`src/rtl/sync_word_length_deframer_macros.svh`:
```
// assertion macros shared by the deframer rtl
// no dependencies; included by the modules that check their own logic
`ifndef SYNC_WORD_LENGTH_DEFRAMER_MACROS_SVH
`define SYNC_WORD_LENGTH_DEFRAMER_MACROS_SVH

`ifndef NO_ASSERTIONS

// same-cycle implication, checked outside reset
`define SWLD_ASSERT_IMP(label, clk, rst, ante, cons) \
   label: assert property (@(posedge clk) disable iff (rst) (ante) |-> (cons)) \
      else $error("swld same-cycle check failed");

// next-cycle implication, checked outside reset
`define SWLD_ASSERT_NXT(label, clk, rst, ante, cons) \
   label: assert property (@(posedge clk) disable iff (rst) (ante) |=> (cons)) \
      else $error("swld next-cycle check failed");

`else

`define SWLD_ASSERT_IMP(label, clk, rst, ante, cons)
`define SWLD_ASSERT_NXT(label, clk, rst, ante, cons)

`endif

`endif

```
`src/rtl/swld_pkg.sv`:
```
// shared types and constants of the sync word / length deframer
// no dependencies
package swld_pkg;

   localparam int BYTE_WIDTH      = 8;
   localparam int SYNC_WIDTH      = 24;
   localparam int CSR_INDEX_WIDTH = 2;

   // register indexes
   localparam logic [CSR_INDEX_WIDTH-1:0] CSR_SYNC_WORD = 2'd0;
   localparam logic [CSR_INDEX_WIDTH-1:0] CSR_MAX_COPY  = 2'd1;

   localparam logic [SYNC_WIDTH-1:0] SYNC_WORD_RESET = 24'hFAF320;
   localparam logic [BYTE_WIDTH-1:0] MAX_COPY_RESET  = 8'd255;

   // frame phase codes
   localparam logic [1:0] PH_HUNT = 2'd0;
   localparam logic [1:0] PH_LEN  = 2'd1;
   localparam logic [1:0] PH_DATA = 2'd2;

   typedef struct packed {
      logic                  valid;
      logic [BYTE_WIDTH-1:0] data_byte;
      logic                  frame_last;
      logic                  truncated;
   } result_type;

endpackage

```
`src/rtl/swld_hunt.sv`:
```
// sliding two-byte window and sync word compare
// depends on swld_pkg
module swld_hunt (
   input  logic                           clock,
   input  logic                           reset,
   input  logic                           step,
   input  logic [swld_pkg::BYTE_WIDTH-1:0] rx_byte,
   input  logic [swld_pkg::SYNC_WIDTH-1:0] sync_word,
   output logic                           match
);
   import swld_pkg::*;

   logic [2*BYTE_WIDTH-1:0] window_ff, window_in;
   logic [1:0]              fill_ff, fill_in;

   assign match = (fill_ff == 2'd2) && ({window_ff, rx_byte} == sync_word);

   always_comb begin
      window_in = window_ff;
      fill_in   = fill_ff;
      if (step) begin
         if (match) begin
            window_in = '0;
            fill_in   = 2'd0;
         end else begin
            window_in = {window_ff[BYTE_WIDTH-1:0], rx_byte};
            fill_in   = (fill_ff == 2'd2) ? 2'd2 : fill_ff + 2'd1;
         end
      end
   end

   always_ff @(posedge clock) begin
      if (reset) begin
         window_ff <= '0;
         fill_ff   <= 2'd0;
      end else begin
         window_ff <= window_in;
         fill_ff   <= fill_in;
      end
   end

endmodule

```
`src/rtl/swld_frame.sv`:
```
// frame phase tracking, length capture and payload delivery
// depends on swld_pkg
module swld_frame (
   input  logic                            clock,
   input  logic                            reset,
   input  logic                            step,
   input  logic [swld_pkg::BYTE_WIDTH-1:0] rx_byte,
   input  logic [swld_pkg::BYTE_WIDTH-1:0] max_copy,
   input  logic                            match,
   output logic                            hunting,
   output swld_pkg::result_type            result
);
   import swld_pkg::*;

   logic [1:0]            phase_ff, phase_in;
   logic [BYTE_WIDTH-1:0] remain_ff, remain_in;
   logic [BYTE_WIDTH-1:0] deliver_ff, deliver_in;
   logic                  cut_ff, cut_in;
   logic [BYTE_WIDTH-1:0] remain_dec;
   logic                  too_long;

   // the unused phase code behaves as hunting
   assign hunting    = (phase_ff != PH_LEN) && (phase_ff != PH_DATA);
   assign remain_dec = remain_ff - 8'd1;
   assign too_long   = rx_byte > max_copy;

   always_comb begin
      phase_in          = phase_ff;
      remain_in         = remain_ff;
      deliver_in        = deliver_ff;
      cut_in            = cut_ff;
      result.valid      = 1'b0;
      result.data_byte  = rx_byte;
      result.frame_last = 1'b0;
      result.truncated  = 1'b0;
      if (step) begin
         unique case (phase_ff)
            PH_LEN: begin
               if (rx_byte == '0) begin
                  phase_in = PH_HUNT;
               end else begin
                  remain_in  = rx_byte;
                  deliver_in = too_long ? max_copy : rx_byte;
                  cut_in     = too_long;
                  phase_in   = PH_DATA;
               end
            end
            PH_DATA: begin
               remain_in = remain_dec;
               if (deliver_ff != '0) begin
                  deliver_in        = deliver_ff - 8'd1;
                  result.valid      = 1'b1;
                  result.frame_last = (deliver_ff == 8'd1);
                  result.truncated  = (deliver_ff == 8'd1) && cut_ff;
               end
               if (remain_dec == '0) begin
                  phase_in   = PH_HUNT;
                  deliver_in = '0;
                  cut_in     = 1'b0;
               end
            end
            default: begin
               phase_in = match ? PH_LEN : PH_HUNT;
            end
         endcase
      end
   end

   always_ff @(posedge clock) begin
      if (reset) begin
         phase_ff   <= PH_HUNT;
         remain_ff  <= '0;
         deliver_ff <= '0;
         cut_ff     <= 1'b0;
      end else begin
         phase_ff   <= phase_in;
         remain_ff  <= remain_in;
         deliver_ff <= deliver_in;
         cut_ff     <= cut_in;
      end
   end

endmodule

```
`src/rtl/sync_word_length_deframer.sv`:
```
// sync word / length prefixed frame deframer, top level
// depends on swld_pkg, swld_hunt, swld_frame and the assertion macro header
//
// Byte-wide deframer: each item is one received byte. While hunting, the block
// slides a two-byte window over the stream and looks for the 24-bit sync word
// (first byte on the link in bits 23..16). The byte after a match is the
// payload length L; a zero length frame is skipped. Of the next L bytes, the
// first min(L, max_copy) come out on the rsp channel, the rest are consumed
// silently. The last delivered byte carries frame_last, plus truncated when
// bytes were dropped. Sync, length and dropped bytes give no result. The block
// takes one item per cycle while rsp is not stalled: an item is registered on
// accept and processed, once the result register is free, by the hunt compare
// and the frame counters, which write the result register. A stalled rsp side
// holds the result register and backs up through the input register. Write the
// csr registers only while the block is idle; max_copy is sampled when the
// length byte is processed. No clearing pass after reset.
`include "sync_word_length_deframer_macros.svh"

module sync_word_length_deframer (
   input  logic                                 clock,
   input  logic                                 reset,
   // input bytes
   input  logic                                 req_valid,
   output logic                                 req_ready,
   input  logic [swld_pkg::BYTE_WIDTH-1:0]      req_rx_byte,
   // delivered payload bytes
   output logic                                 rsp_valid,
   input  logic                                 rsp_ready,
   output logic [swld_pkg::BYTE_WIDTH-1:0]      rsp_data_byte,
   output logic                                 rsp_frame_last,
   output logic                                 rsp_truncated,
   // register writes
   input  logic                                 csr_valid,
   output logic                                 csr_ready,
   input  logic [swld_pkg::CSR_INDEX_WIDTH-1:0] csr_index,
   input  logic [swld_pkg::SYNC_WIDTH-1:0]      csr_wdata
);
   import swld_pkg::*;

   // configuration registers
   logic [SYNC_WIDTH-1:0] sync_word_ff, sync_word_in;
   logic [BYTE_WIDTH-1:0] max_copy_ff, max_copy_in;

   // input register
   logic                  in_valid_ff, in_valid_in;
   logic [BYTE_WIDTH-1:0] in_byte_ff, in_byte_in;

   // result register
   logic                  rsp_valid_ff, rsp_valid_in;
   result_type            rsp_ff, rsp_in;

   logic       advance;     // the registered item is processed this cycle
   logic       hunt_step;
   logic       match;
   logic       hunting;
   result_type result;

   // always able to take a register write
   assign csr_ready = 1'b1;

   always_comb begin
      sync_word_in = sync_word_ff;
      max_copy_in  = max_copy_ff;
      if (csr_valid) begin
         unique case (csr_index)
            CSR_SYNC_WORD: sync_word_in = csr_wdata;
            CSR_MAX_COPY:  max_copy_in  = csr_wdata[BYTE_WIDTH-1:0];
            default: begin
               // writes beyond the register list are dropped
            end
         endcase
      end
   end

   // process the held item once the result register is free or being emptied
   assign advance   = in_valid_ff && (!rsp_valid_ff || rsp_ready);
   assign req_ready = !in_valid_ff || advance;
   assign hunt_step = advance && hunting;

   always_comb begin
      in_valid_in = in_valid_ff;
      in_byte_in  = in_byte_ff;
      if (req_valid && req_ready) begin
         in_valid_in = 1'b1;
         in_byte_in  = req_rx_byte;
      end else if (advance) begin
         in_valid_in = 1'b0;
      end
   end

   swld_hunt u_hunt (
      .clock     (clock),
      .reset     (reset),
      .step      (hunt_step),
      .rx_byte   (in_byte_ff),
      .sync_word (sync_word_ff),
      .match     (match)
   );

   swld_frame u_frame (
      .clock    (clock),
      .reset    (reset),
      .step     (advance),
      .rx_byte  (in_byte_ff),
      .max_copy (max_copy_ff),
      .match    (match),
      .hunting  (hunting),
      .result   (result)
   );

   // result register: loaded on advance, emptied when taken
   always_comb begin
      rsp_valid_in = rsp_valid_ff;
      rsp_in       = rsp_ff;
      if (advance) begin
         rsp_valid_in = result.valid;
         rsp_in       = result;
      end else if (rsp_ready) begin
         rsp_valid_in = 1'b0;
      end
   end

   always_ff @(posedge clock) begin
      if (reset) begin
         sync_word_ff <= SYNC_WORD_RESET;
         max_copy_ff  <= MAX_COPY_RESET;
         in_valid_ff  <= 1'b0;
         rsp_valid_ff <= 1'b0;
      end else begin
         sync_word_ff <= sync_word_in;
         max_copy_ff  <= max_copy_in;
         in_valid_ff  <= in_valid_in;
         rsp_valid_ff <= rsp_valid_in;
      end
   end

   // payload, no reset needed
   always_ff @(posedge clock) begin
      in_byte_ff <= in_byte_in;
      rsp_ff     <= rsp_in;
   end

   assign rsp_valid      = rsp_valid_ff;
   assign rsp_data_byte  = rsp_ff.data_byte;
   assign rsp_frame_last = rsp_ff.frame_last;
   assign rsp_truncated  = rsp_ff.truncated;

   // a pending result is never overwritten by the next item
   `SWLD_ASSERT_IMP(a_no_overwrite, clock, reset, rsp_valid_ff && !rsp_ready, !advance)
   // an accepted item lands in the input register
   `SWLD_ASSERT_NXT(a_accept_loads, clock, reset, req_valid && req_ready, in_valid_ff)
   // truncation is only flagged on the last byte of a frame
   `SWLD_ASSERT_IMP(a_trunc_last, clock, reset, rsp_valid && rsp_truncated, rsp_frame_last)
   // a taken result with nothing behind it leaves the output empty
   `SWLD_ASSERT_NXT(a_drain, clock, reset, rsp_valid_ff && rsp_ready && !advance,
                    !rsp_valid_ff)

endmodule
```
`config.mk`:
```
export PLATFORM = sky130hd
export DESIGN_NAME = sync_word_length_deframer
export DESIGN_NICKNAME = d
export VERILOG_FILES = /design/src/rtl/swld_pkg.sv /design/src/rtl/swld_hunt.sv /design/src/rtl/swld_frame.sv /design/src/rtl/sync_word_length_deframer.sv
export VERILOG_INCLUDE_DIRS = /design/src /design/src/rtl
export SDC_FILE = /design/constraint.sdc
export NUM_CORES = 1
export LEC_CHECK = 0
export BUFFER_PORTS_ARGS = -buffer_cell sky130_fd_sc_hd__buf_2
export CAP_MARGIN = 10
export CORE_UTILIZATION = 55
export DETAILED_ROUTE_END_ITERATION = 10
export MAX_ROUTING_LAYER = met4
export PLACE_DENSITY = 0.76
export SYNTH_ARGS = -nofsm -noshare
export SYNTH_HDL_FRONTEND = slang
export SYNTH_SLANG_ARGS = --single-unit
```
`constraint.sdc`:
```
create_clock -name clock -period 5 [get_ports clock]
set_input_delay 0.25 -clock clock [delete_from_list [all_inputs] [get_ports clock]]
set_output_delay 0.25 -clock clock [all_outputs]
set_load 0.1 [all_outputs]
```
## Word-level counts from Yosys, hierarchy flattened

Index checks and enable logic that the tools add are counted.

| storage, ports and cells | value |
|---|---|
| bits in registers | 89 |
| input bits | 39 |
| output and inout bits | 13 |
| logic and storage cells | 76 |

| operators by class | value |
|---|---|
| add/subtract/negate cells | 3 |
| $lt $le $gt $ge | 1 |
| eq/ne operators | 11 |
| mux-type cells | 23 |
| reduce and logical (&&, ||, !) cells | 24 |

Operator list:

| cell | count |
|---|---|
| $mux 8 | 5 |
| $pmux 8 s2 | 2 |
| $eq 24x24->1 | 1 |
| $logic_not 8->1 | 2 |
| $mux 16 | 1 |
| $sub 8x1->8 const B | 2 |
| $mux 1 | 9 |
| $eq 8x1->1 const B | 1 |
| $gt 8x8->1 | 1 |
| $mux 2 | 4 |
| $reduce_and 2->1 | 4 |
| $reduce_and 4->1 | 2 |
| $reduce_bool 8->1 | 1 |
| $logic_and 1x1->1 | 6 |
| $reduce_bool 2->1 | 3 |
| $eq 2x1->1 const B | 2 |
| $eq 2x2->1 const B | 2 |
| $ne 2x1->1 const B | 2 |
| $ne 2x2->1 const B | 2 |
| $pmux 2 s2 | 1 |
| $ne 3x1->1 const B | 1 |
| $reduce_and 3->1 | 1 |
| $add 2x1->2 const B | 1 |
| $logic_not 1->1 | 2 |
| other kinds (3) | 4 |

## Depth between registers and ports, before layout

| depth | value |
|---|---|
| word-level depth | 6 |
| depth in mapped cells | 10 |
| gate-level depth less buffers | 9 |

## Cells and area by module

From an unflattened synthesis, not the netlist that was laid out.

| second synthesis, totals | value |
|---|---|
| cells, all modules | 476 |
| area, all modules | 4608.2 µm² |

By module, submodules not included:

| module | times used | cells an instance | area an instance (µm²) | sequential area each (µm²) |
|---|---|---|---|---|
| sync_word_length_deframer | 1 | 171 | 2011.9 | 1221.2 |
| swld_frame | 1 | 222 | 1719.1 | 380.4 |
| swld_hunt | 1 | 83 | 877.1 | 360.3 |

## Worst setup path before layout

No wires, ideal clock.

| timing | value |
|---|---|
| path type | register to register |
| from | register rsp_valid_ff (netlist: rsp_valid) |
| to | register in_byte_ff[0] (enable) |
| library setup time | 279 ps |
| data arrival time | 2315 ps |
| required time | 4721 ps |
| path slack | 2406 ps |
| cell stages (with the launch flop) | 4 |
| path buffers | 0 |
| clock period less this slack | 2594 ps |
| cells stage by stage | dfxtp_1 nor2b_1 nand2_1 and2_1 |

| between the ends | value |
|---|---|
| word-level cells in the longest chain between the ends | 5 |

RTL lines:

| element | RTL line | source |
|---|---|---|
| start, declared | sync_word_length_deframer.sv:49 | `logic rsp_valid_ff, rsp_valid_in;` |
| start signal, assigned | sync_word_length_deframer.sv:133 | `rsp_valid_ff <= rsp_valid_in;` |
| $logic_not 1->1 | sync_word_length_deframer.sv:76 | `assign advance = in_valid_ff && (!rsp_valid_ff \|\| rsp_ready);` |
| $logic_or 1x1->1 | sync_word_length_deframer.sv:76 |  |
| $logic_and 1x1->1 | sync_word_length_deframer.sv:76 |  |
| $logic_or 1x1->1 | sync_word_length_deframer.sv:77 | `assign req_ready = !in_valid_ff \|\| advance;` |
| net req_ready | sync_word_length_deframer.sv:24 | `output logic req_ready,` |
| $logic_and 1x1->1 | sync_word_length_deframer.sv:83 | `if (req_valid && req_ready) begin` |
| end signal, assigned | sync_word_length_deframer.sv:139 | `in_byte_ff <= in_byte_in;` |
| end, declared | sync_word_length_deframer.sv:46 | `logic [BYTE_WIDTH-1:0] in_byte_ff, in_byte_in;` |

The timed path passes the listed nets, and every way through them passes these cells.
A chain may end at the register's enable or synchronous reset.

## Final worst setup path

| timing | value |
|---|---|
| from | register in_byte_ff[5] |
| to | register u_frame.deliver_ff[3] |

| between the ends | value |
|---|---|
| word-level cells in the longest chain between the ends | 4 |
| elaborated cells on any way between the ends | 7 |
| those cells by class | order compare (1); eq/ne (1); mux (3); reduce/logical (2) |

RTL lines:

| element | RTL line | source |
|---|---|---|
| $gt 8x8->1 | swld_frame.sv:25 | `assign too_long = rx_byte > max_copy;` |
| $mux 8 | swld_frame.sv:43 | `deliver_in = too_long ? max_copy : rx_byte;` |
| $mux 8 | swld_frame.sv:39 | `if (rx_byte == '0) begin` |
| $pmux 8 s2 | swld_frame.sv:37 | `unique case (phase_ff)` |
| end signal, assigned | swld_frame.sv:78 | `deliver_ff <= deliver_in;` |
| end, declared | swld_frame.sv:17 | `logic [BYTE_WIDTH-1:0] deliver_ff, deliver_in;` |

Several ways; a longest one is shown, not always the timed one. The select of a mux whose other input is x is not followed.

==> impl_metrics.csv <==
group,metric,value,unit
cells_and_area,antenna_cells,0,
placed_design,place.detailed.hpwl,6.92,mm
setup_path,cp.arrival,2.83,ns
cells_and_area,syn_to_final_growth,11.6,%
sta,relSlewSlack,0.286,
cells_and_area,multi_input_area,2020,um2
setup_path,r2r_cells,7,
sta,tightest_slew,1.07,ns
sta,hold_viol,0,
setup_path,crit_type,"reg -> reg",
pwr,seqPwrFrac,0.561,
routing,wirelength_met1,4.46,mm
synthesis,syn_inst,451,
synthesis,synth_top_area_cell,"dfxtp_1",
min_path,worstHoldPathType,"in -> reg",
cells_and_area,fin_util,0.636,
sta,rsz0062_at_grt,"false",
synthesis,synth_flop_cell,"dfxtp_1",
routing,top_layer_used,"met4",
setup_path,r2r-end,"u_frame.deliver_ff[3]$_SDFFE_PP0P_",
min_path,worstHoldEndpoint,"in_byte_ff[4]$_DFFE_PP_",
pwr,switching_share,0.288,
setup_path,required,5.26,ns
sta,finalCritPeriodShare,0.514,
cells_and_area,layout-drive-gt1-share,0.171,
clocking,post_cts_buffers,0,
pwr,power_frac_comb,0.103,
sta,maxSlewViolCount,0,
synthesis,synthTopCellsByArea,"dfxtp_1 34%, edfxtp_1 13%, nand2_1 6.4%",
clocking,cts_tree,"built",
global_route,antenna_found_initial,0,
pwr,vdd_ir_drop_max,0.156,mV
sta,fmax,0.389,GHz
clocking,path_clk_slew,0.09,ns
cells_and_area,fillers,636,
pwr,power_density,303,nW/um2
clocking,root_buffer,"clkbuf_8",
synthesis,synth.distinct_cells,57,
cells_and_area,fin_nets,545,
routing,drt_iter0_markers,257,
status,status,"complete, no violations",
clocking,clk_latency,0.36,ns
min_path,min_from,"req_rx_byte[4]",
routing,viasPerCell,5.81,
global_route,track_usage,0.270,
synthesis,ys_ff_latch,89,
setup_path,r2r-start,"in_byte_ff[5]$_DFFE_PP_",
pwr,intPower,1000,uW
synthesis,synth_edf_count,18,
floorplan,die_x,88.9,um
floorplan,ioPinCount,52,
setup_path,start_kind,"register",
routing,final_antenna_net_count,0,
global_route,grt_max_degree,32,
sta,setup_viol,0,
routing,vias,3463,
clocking,cts_buffers,9,
synthesis,synth_area,4160,um2
sta,min_period,2.57,ns
pwr,power_switching,405,uW
floorplan,die_height,88.9,um
setup_path,cp_max_fo,8,
global_route,grt_first_pass_wirelength,15.4,mm
sta,fin_skew,0.00873,ns
pwr,total_power,1410,uW
routing,wl_met2,4.51,mm
clocking,clockBufferDepth,2,
floorplan,die_area,7910,um2
synthesis,synth_top_area_frac,0.342,
setup_path,r2r_slack,2.43,ns
synthesis,ys_seq_area_frac,0.472,
routing,drt-total-wl,9.77,mm
clocking,cts.sinks,89,
pwr,clkPwrFrac,0.335,
global_route,grt_pass1_vias,3112,
clocking,cts_resized,0,
placed_design,globalplace.congestion,0.882,
routing,drc,0,
pwr,leakagePower,0.00187,uW
floorplan,rows,31,
sta,holdWs,0.0543,ns
placed_design,io_buffers,50,
global_route,globalRouteOverflowTotal,0,
clocking,hold_buffers,0,
routing,wire_per_inst,16.4,um
floorplan,core,7290,um2
clocking,h-tree-depth,3,
cells_and_area,seqCellArea,1960,um2
synthesis,yosys_warnings,0,
floorplan,initial_core_util,0.570,
synthesis,avgSynthCellArea,9.22,um2
routing,drtPass1Iterations,4,
sta,fin_tns_setup,0,ns
min_path,min_path_cells,1,
synthesis,async_flop_share,0,
flow_run,maxCapViolCount,0,
synthesis,synth_nets,504,
routing,met3WireLength,692,um
setup_path,endpoint_kind,"register",
-- layer usage --
metal	global-route usage	vias up
met5	-	-
met4	0.0880	0
met3	0.0517	13
met2	0.406	131
met1	0.369	1632
li1	-	1687
-- power groups by stage --
stage	logic, uW	registers [uW]	clock network [uW]
after floorplan	81.6	820	0
after detailed placement	144	807	0
after CTS	145	790	476
after global routing	161	794	505
final	145	790	472
after global placement	143	805	0
-- final cells by class --
class                      instances  area share
clock buffer                       9      0.0267
sequential                        89       0.423
timing repair buffer              54      0.0604
clock inverter                     7      0.0129
inverter                          19      0.0154
tap                               99      0.0267
multi-input combinational        319       0.435
-- worst max-delay path by stage --
stage                                        from  depth (start not counted)  slack (ns)                                 end
after global placement    in_byte_ff[1]$_DFFE_PP_                          8        2.53  u_frame.deliver_ff[7]$_SDFFE_PP0P_
after CTS                 in_byte_ff[5]$_DFFE_PP_                          7        2.45  u_frame.deliver_ff[3]$_SDFFE_PP0P_
after global routing      in_byte_ff[1]$_DFFE_PP_                          8        2.24  u_frame.deliver_ff[5]$_SDFFE_PP0P_
final                     in_byte_ff[5]$_DFFE_PP_                          7        2.43  u_frame.deliver_ff[3]$_SDFFE_PP0P_
after floorplan            rsp_valid$_SDFFE_PP0P_                          3        2.41             in_byte_ff[0]$_DFFE_PP_
after detailed placement  in_byte_ff[5]$_DFFE_PP_                          7        2.48  u_frame.deliver_ff[5]$_SDFFE_PP0P_
-- Yosys cell counts (3+ instances only) --
master / instances
dfxtp_1: 71
nand2_1: 71
a21oi_1: 27
nor2_1: 25
nand3_1: 22
clkbuf_1: 18
edfxtp_1: 18
inv_1: 18
a22o_1: 15
ha_1: 14
xnor2_1: 14
o21ai_0: 12
xor2_1: 12
nor3_1: 11
nor4_1: 10
o211ai_1: 9
o21ai_1: 9
a211oi_1: 7
nand4_1: 6
and2_1: 5
mux2i_1: 5
nand2b_1: 4
a22oi_1: 3
nor2b_1: 3
-- cells by family (layout without fill, tap and decap cells) --
group | count (synthesis) | in the layout | share of synthesized area
fa+ha+maj | 14 | 14 | 0.0421
mux | 6 | 6 | 0.0148
buf+inv | 43 | 89 | 0.0439
flops | 89 | 89 | 0.472
simple gates | 170 | 170 | 0.200
xor+xnor | 26 | 26 | 0.0548
compound gates | 102 | 102 | 0.171
other cells | 1 | 1 | 0.000902
-- critical path, cell delays in order (launching register included) --
cell and delay, ns:
edfxtp_1 0.55, ha_1 0.36, a211oi_1 0.25, nor2_1 0.09, o32ai_2 0.55, nor2_1 0.21
a221oi_1 0.35, o21ai_1 0.09
-- metrics by stage --
stage,setup slack (ns),instances,instance area (um2)
global placement,2.53,580,4450
detailed placement,2.48,580,4450
floorplan,2.41,451,4160
finish,2.43,596,4640
global route,2.24,596,4640
CTS,2.45,596,4640
-- registers in the layout, summed over array words and instances (netlist names), 2 cells and up --
| name | flops |
|---|---|
| u_frame.deliver_ff | 8 |
| u_hunt.window_ff | 16 |
| u_frame.remain_ff | 8 |
| max_copy_ff | 8 |
| u_frame.phase_ff | 2 |
| sync_word_ff | 24 |
| u_hunt.fill_ff | 2 |
| rsp_data_byte | 8 |
| in_byte_ff | 8 |
-- placed cells by master, fill, tap and decap left out, types with 4 or more instances in the layout --
cell type	instances
o211ai_1	9
edfxtp_1	18
xor2_1	12
a21oi_1	27
ha_1	14
nand4_1	6
nor4_1	10
a22o_1	15
dfxtp_1	71
inv_1	18
a211oi_1	7
nand2b_1	4
nor3_1	11
mux2i_1	5
nand2_1	71
buf_4	4
nor2_1	25
buf_2	50
clkbuf_8	9
nand3_1	22
xnor2_1	14
o21ai_1	9
and2_1	5
o21ai_0	12
(Power assumes the default switching activity.)
